`src/hdl/assert_macros.svh`:
```
// Concurrent assertion macros shared by the RTL
`ifndef ASSERT_MACROS_SVH
`define ASSERT_MACROS_SVH

// Check that a condition implies another in the same cycle
`define ASSERT_IMPL(label, clk, rst_n, cond, expr) \
    label: assert property (@(posedge clk) disable iff (!rst_n) (cond) |-> (expr)) \
        else $error("assertion failed");

// Check that a condition implies another in the next cycle
`define ASSERT_NEXT(label, clk, rst_n, cond, expr) \
    label: assert property (@(posedge clk) disable iff (!rst_n) (cond) |=> (expr)) \
        else $error("assertion failed");

`endif

```
`src/hdl/lcab_pkg.sv`:
```
// Types, constants and command codes for the binary lifting ancestor engine
package lcab_pkg;

    // Width of node numbers and depths on the channels and in the stores
    localparam int NODE_W     = 10;
    // Width of the level field in a datapath command (up to 32 levels)
    localparam int LVL_W      = 5;
    localparam int DEF_NODES  = 1024;
    localparam int DEF_LEVELS = 10;

    // Datapath operations issued by the controller
    typedef enum logic [3:0] {
        OP_NONE,
        OP_LOAD,
        OP_ADD_RD,
        OP_ADD_DEP,
        OP_ADD_LVL,
        OP_QDA,
        OP_QDB,
        OP_QDIFF,
        OP_LIFT,
        OP_JOINT,
        OP_FINRD,
        OP_OUT_ADD,
        OP_OUT_A,
        OP_OUT_J
    } dp_op_t;

    // Controller states
    typedef enum logic [3:0] {
        S_IDLE,
        S_DECODE,
        S_ADD_DEP,
        S_ADD_LVL,
        S_Q_DB,
        S_Q_DIFF,
        S_LIFT,
        S_CHECK,
        S_JOINT,
        S_FINAL,
        S_OUT_ADD,
        S_OUT_A,
        S_OUT_J
    } ctrl_state_t;

    typedef struct packed {
        dp_op_t             op;
        logic [LVL_W-1:0]   level;
    } dp_cmd_t;

    typedef struct packed {
        logic bad_add;
        logic is_query;
        logic same;
        logic out_free;
    } dp_stat_t;

endpackage

```
`src/hdl/lcab_ctrl.sv`:
```
// Sequencer for add and query items of the ancestor engine
module lcab_ctrl import lcab_pkg::*; #(
    parameter int LEVELS = DEF_LEVELS
) (
    input  logic     clk,
    input  logic     rst_n,
    input  logic     in_valid,
    output logic     in_ready,
    output dp_cmd_t  cmd,
    input  dp_stat_t stat
);

    localparam int LW = (LEVELS > 1) ? $clog2(LEVELS) : 1;
    localparam logic [LW-1:0] LAST = LW'(LEVELS - 1);

    ctrl_state_t   state_reg, state_next;
    logic [LW-1:0] k_reg, k_next;

    // State and level counter
    always_ff @(posedge clk or negedge rst_n)
    begin
        if (!rst_n)
        begin
            state_reg <= S_IDLE;
            k_reg     <= '0;
        end
        else
        begin
            state_reg <= state_next;
            k_reg     <= k_next;
        end
    end

    // Next state and commands
    always_comb
    begin
        state_next = state_reg;
        k_next     = k_reg;
        in_ready   = 1'b0;
        cmd.op     = OP_NONE;
        cmd.level  = LVL_W'(k_reg);
        case (state_reg)
            S_IDLE:
            begin
                in_ready = 1'b1;
                if (in_valid)
                begin
                    cmd.op     = OP_LOAD;
                    state_next = S_DECODE;
                end
            end
            S_DECODE:
            begin
                if (stat.is_query)
                begin
                    cmd.op     = OP_QDA;
                    state_next = S_Q_DB;
                end
                else if (stat.bad_add)
                begin
                    state_next = S_OUT_ADD;
                end
                else
                begin
                    cmd.op     = OP_ADD_RD;
                    state_next = S_ADD_DEP;
                end
            end
            S_ADD_DEP:
            begin
                cmd.op = OP_ADD_DEP;
                if (LEVELS == 1)
                begin
                    state_next = S_OUT_ADD;
                end
                else
                begin
                    k_next     = LW'(1);
                    state_next = S_ADD_LVL;
                end
            end
            S_ADD_LVL:
            begin
                cmd.op = OP_ADD_LVL;
                if (k_reg == LAST)
                begin
                    state_next = S_OUT_ADD;
                end
                else
                begin
                    k_next = LW'(k_reg + 1'b1);
                end
            end
            S_Q_DB:
            begin
                cmd.op     = OP_QDB;
                state_next = S_Q_DIFF;
            end
            S_Q_DIFF:
            begin
                cmd.op     = OP_QDIFF;
                k_next     = '0;
                state_next = S_LIFT;
            end
            S_LIFT:
            begin
                cmd.op = OP_LIFT;
                if (k_reg == LAST)
                begin
                    state_next = S_CHECK;
                end
                else
                begin
                    k_next = LW'(k_reg + 1'b1);
                end
            end
            S_CHECK:
            begin
                // Lifted node already equals the other one: it is the answer
                if (stat.same)
                begin
                    state_next = S_OUT_A;
                end
                else
                begin
                    k_next     = LAST;
                    state_next = S_JOINT;
                end
            end
            S_JOINT:
            begin
                cmd.op = OP_JOINT;
                if (k_reg == '0)
                begin
                    state_next = S_FINAL;
                end
                else
                begin
                    k_next = LW'(k_reg - 1'b1);
                end
            end
            S_FINAL:
            begin
                cmd.op     = OP_FINRD;
                cmd.level  = '0;
                state_next = S_OUT_J;
            end
            S_OUT_ADD:
            begin
                if (stat.out_free)
                begin
                    cmd.op     = OP_OUT_ADD;
                    state_next = S_IDLE;
                end
            end
            S_OUT_A:
            begin
                if (stat.out_free)
                begin
                    cmd.op     = OP_OUT_A;
                    state_next = S_IDLE;
                end
            end
            S_OUT_J:
            begin
                if (stat.out_free)
                begin
                    cmd.op     = OP_OUT_J;
                    state_next = S_IDLE;
                end
            end
            default:
            begin
                state_next = S_IDLE;
            end
        endcase
    end

endmodule

```
`config.mk`:
```
export PLATFORM = sky130hd
export DESIGN_NAME = lcab_ctrl
export DESIGN_NICKNAME = d
export VERILOG_FILES = /design/src/hdl/assert_macros.svh /design/src/hdl/lcab_pkg.sv /design/src/hdl/lcab_ctrl.sv
export SDC_FILE = /design/constraint.sdc
export NUM_CORES = 1
export LEC_CHECK = 0
export ABC_AREA = 1
export BUFFER_PORTS_ARGS = -buffer_cell sky130_fd_sc_hd__buf_2
export CAP_MARGIN = 20
export CELL_PAD_IN_SITES_DETAIL_PLACEMENT = 1
export CELL_PAD_IN_SITES_GLOBAL_PLACEMENT = 1
export CORE_ASPECT_RATIO = 0.6
export CORE_UTILIZATION = 39
export CTS_BUF_LIST = sky130_fd_sc_hd__clkbuf_8
export CTS_CLUSTER_SIZE = 40
export DETAILED_ROUTE_END_ITERATION = 10
export HOLD_SLACK_MARGIN = 0.02
export MAX_ROUTING_LAYER = met4
export PLACE_DENSITY_LB_ADDON = 0.1
export SLEW_MARGIN = 30
export SYNTH_ARGS = -nofsm -noshare
export SYNTH_HDL_FRONTEND = slang
export SYNTH_SLANG_ARGS = --single-unit
```
`constraint.sdc`:
```
create_clock -name clk -period 2 [get_ports clk]
set_input_delay 0.4 -clock clk [delete_from_list [all_inputs] [get_ports clk]]
set_output_delay 0.4 -clock clk [all_outputs]
set_load 0.02 [all_outputs]
```
==> impl_metrics.yaml <==
global_routing:
  antenna_found_initial: 0
  grt.total_usage_pct: 27.8
  grt_pass1_vias: 914
  grt_max_degree: 9
  overflow: 0
  grt_pass1_wl_um: 4820
sta:
  max_freq_mhz: 505
  setup_violations: 0
  fin_crit_sh_pct: 99.1
  fin_skew_ps: 2.28
  hold_viol: 0
  drv_slew: 0
  rsz0062_at_grt: "true"
  fin_crit_ps: 1980
die:
  die_y_um: 38.7
  start_util_pct: 44.1
  die_x_um: 63.1
  core_mm2: 0.00198
  row_count: 12
  die_area_mm2: 0.00244
  num_io_pins: 17
setup_path:
  path_cells: "nor2_4 -> inv_1 -> nor2_4 -> buf_4 -> nor2_1 -> o2111ai_1 -> buf_4"
  end_kind: "output port"
  crit_type: "reg -> out"
  crit_required_ps: 1600
  crit_fanout: 7
  setup.worst_path.start_class: "register"
  crit_slowest_cell: "dfrtp_2"
  cp_slowest_stage_delay_ps: 470
  worstPathArrival_ps: 1580
power_and_ir_drop:
  power_leakage_nw: 0.606
  combPwrFrac_pct: 73.4
  p_int_w: 0.000911
  clockPowerShare_pct: 9.1
  switching_power_w: 0.00119
  switching_share_pct: 56.7
  peakVddDrop_mv: 0.969
  p_per_area_mw_per_mm2: 1860
  seqPwrFrac_pct: 17.5
cells_and_area:
  area_growth_pct: 29.6
  nFillCells: 278
  antenna_cells: 0
  final_layout_size_suffix_gt1_share_pct: 35.2
  final_nets: 176
  design_area_mm2: 0.00113
  fin_util_pct: 57.2
drt:
  drc: 0
  vias: 1007
  wl_per_cell_um: 15.4
  drtPass1Iterations: 4
  postRouteAntennaNets: 0
  drt_iter0_drc: 70
  routed_wl_um: 2970
  vias_per_cell: 5.22
placement:
  numPortBuffers: 15
  hpwl_um: 2310
  placed_cell_area_um2: 1000
  gp_congestion: 0.907
clocking:
  clock_path_buffers: 2
  numCtsBuffers: 3
  path_clk_slew_ps: 40
  cts_root_buffer: "clkbuf_8"
  clk-insertion-delay-late_ps: 230
  tritoncts: "built"
  cts_sinks: 8
  htreeDepth: 1
run_status:
  outcome: "completed"
flow_run:
  maxCapViolCount: 0
synth:
  synth-seq-cells: 8
  synth_area_per_cell_um2: 6.20
  synthesis.instances: 141
  yosysWarnings: 0
  synthDistinctLibCells: 30
  syn-num-nets: 150
  synth_seq_area_share_pct: 22.9
  synth.cell_area_um2: 875
hold_path:
  hold_class: "in -> reg"
-- Yosys cell counts, drive strengths merged --
cell type   n  area share, %
nor4        1           0.72
inv        26             11
dfrtp       8             23
a21oi       5            3.7
o2111ai     1            1.0
conb        1           0.43
nand3      11            7.4
a211oi      1           0.86
nor3        2            1.1
buf         1           0.86
xnor2       1            1.0
nor2       29             16
nand2      33             16
nand3b      1           0.86
o21ai      12            7.7
nand4       3            2.9
xor2        1            1.0
o311ai      1            1.0
ha          2            2.9
or2         1           0.72
-- metrics by stage --
stage	TNS, ps	hold WS, ps	std cells	total power, W	worst slack (ps)
finish	0	481	193	0.00211	18.2
global route	-70.3	524	193	0.00226	-36.5
CTS	-8.15	487	190	0.00194	-8.15
detailed placement	0	248	186	0.00171	45.3
global placement	0	246	186	0.00168	68.2
floorplan	0	104	141	0.00131	218
-- critical path: cells and delay by family, from the launching register on --
kind | cells | cell delay [ps]
and+or+nand+nor | 3 | 350
buffers and inverters | 3 | 420
AOI/OAI and AO/OA | 1 | 100
DFF | 1 | 470
-- area by class of cell --
class,count,area (um2),area share [%]
multi-input cells,106,619,54.6
inverters,26,97.6,8.61
clock buffers,3,41.3,3.64
well taps,28,35.0,3.09
flip-flops and latches,8,205,18.1
repair buffers,22,135,11.9
-- what timing repair did --
| action | in CTS | in global routing |
|---|---|---|
| gates resized for setup | 9 | 11 |
| setup endpoints to repair | 8 | 4 |
| cloned | 0 | 0 |
| pin swaps | 0 | 4 |
| hold endpoints to repair | 8 | 0 |
| hold buffers | 1 | 0 |
| setup buffers | 0 | 3 |
-- power by group through the flow --
stage               Sequential [W]  Clock [W]  Combinational [W]
floorplan                 0.000324          0           0.000983
global placement          0.000348          0            0.00133
detailed placement        0.000351          0            0.00136
CTS                       0.000364   0.000194            0.00139
global route              0.000377   0.000201            0.00168
finish                    0.000369   0.000191            0.00154
-- cells by family (layout without fill, tap and decap cells) --
family / count (synthesis) / after routing / share of synthesized area, %
buffers and inverters: 27 / 51 / 12.0
AOI/OAI and AO/OA: 20 / 20 / 14.3
DFF: 8 / 8 / 22.9
xor gates and xnor gates: 2 / 2 / 2.00
other: 1 / 1 / 0.429
and+or+nand+nor: 81 / 81 / 45.5
adders and majority gates: 2 / 2 / 2.86
-- worst paths after layout --
path | start | endpoint | slack (ps) | depth (start not counted)
worst max-delay path | state_reg[1]$_DFFE_PN0P_ | cmd[5] | 20 | 7
worst min-delay path | stat[3] | state_reg[3]$_DFFE_PN0P_ | 480 | 3
worst max register to register | state_reg[1]$_DFFE_PN0P_ | k_reg[3]$_DFFE_PN0P_ | 120 | 10
worst min register to register | k_reg[2]$_DFFE_PN0P_ | k_reg[2]$_DFFE_PN0P_ | 600 | 2
max in group asynchronous | rst_n | state_reg[2]$_DFFE_PN0P_ | 1240 | 2
min in group asynchronous | rst_n | state_reg[0]$_DFFE_PN0P_ | 570 | 2
-- placed cells by master, fill, tap and decap left out, types with 2 or more instances in the layout --
cell      instances
a21oi_1           3
a21oi_2           2
buf_2            13
buf_4             8
clkbuf_8          3
dfrtp_1           4
dfrtp_2           4
ha_1              2
inv_1            22
inv_2             4
nand2_1          28
nand2_2           2
nand2_4           3
nand3_1           8
nand3_2           3
nand4_1           2
nor2_1           18
nor2_2            6
nor2_4            5
o21ai_1          10
o21ai_2           2
-- per-layer routing --
layer,global-route usage [%],up-vias,part of all wire [%],routed length (um)
met5,-,-,0,0
met4,7.56,0,0.84,25
met3,3.24,4,5.5,162
met2,38.4,27,38,1140
met1,41.7,476,55,1640
li1,-,500,-,-
No activity file was read; power rests on OpenSTA's default activity.
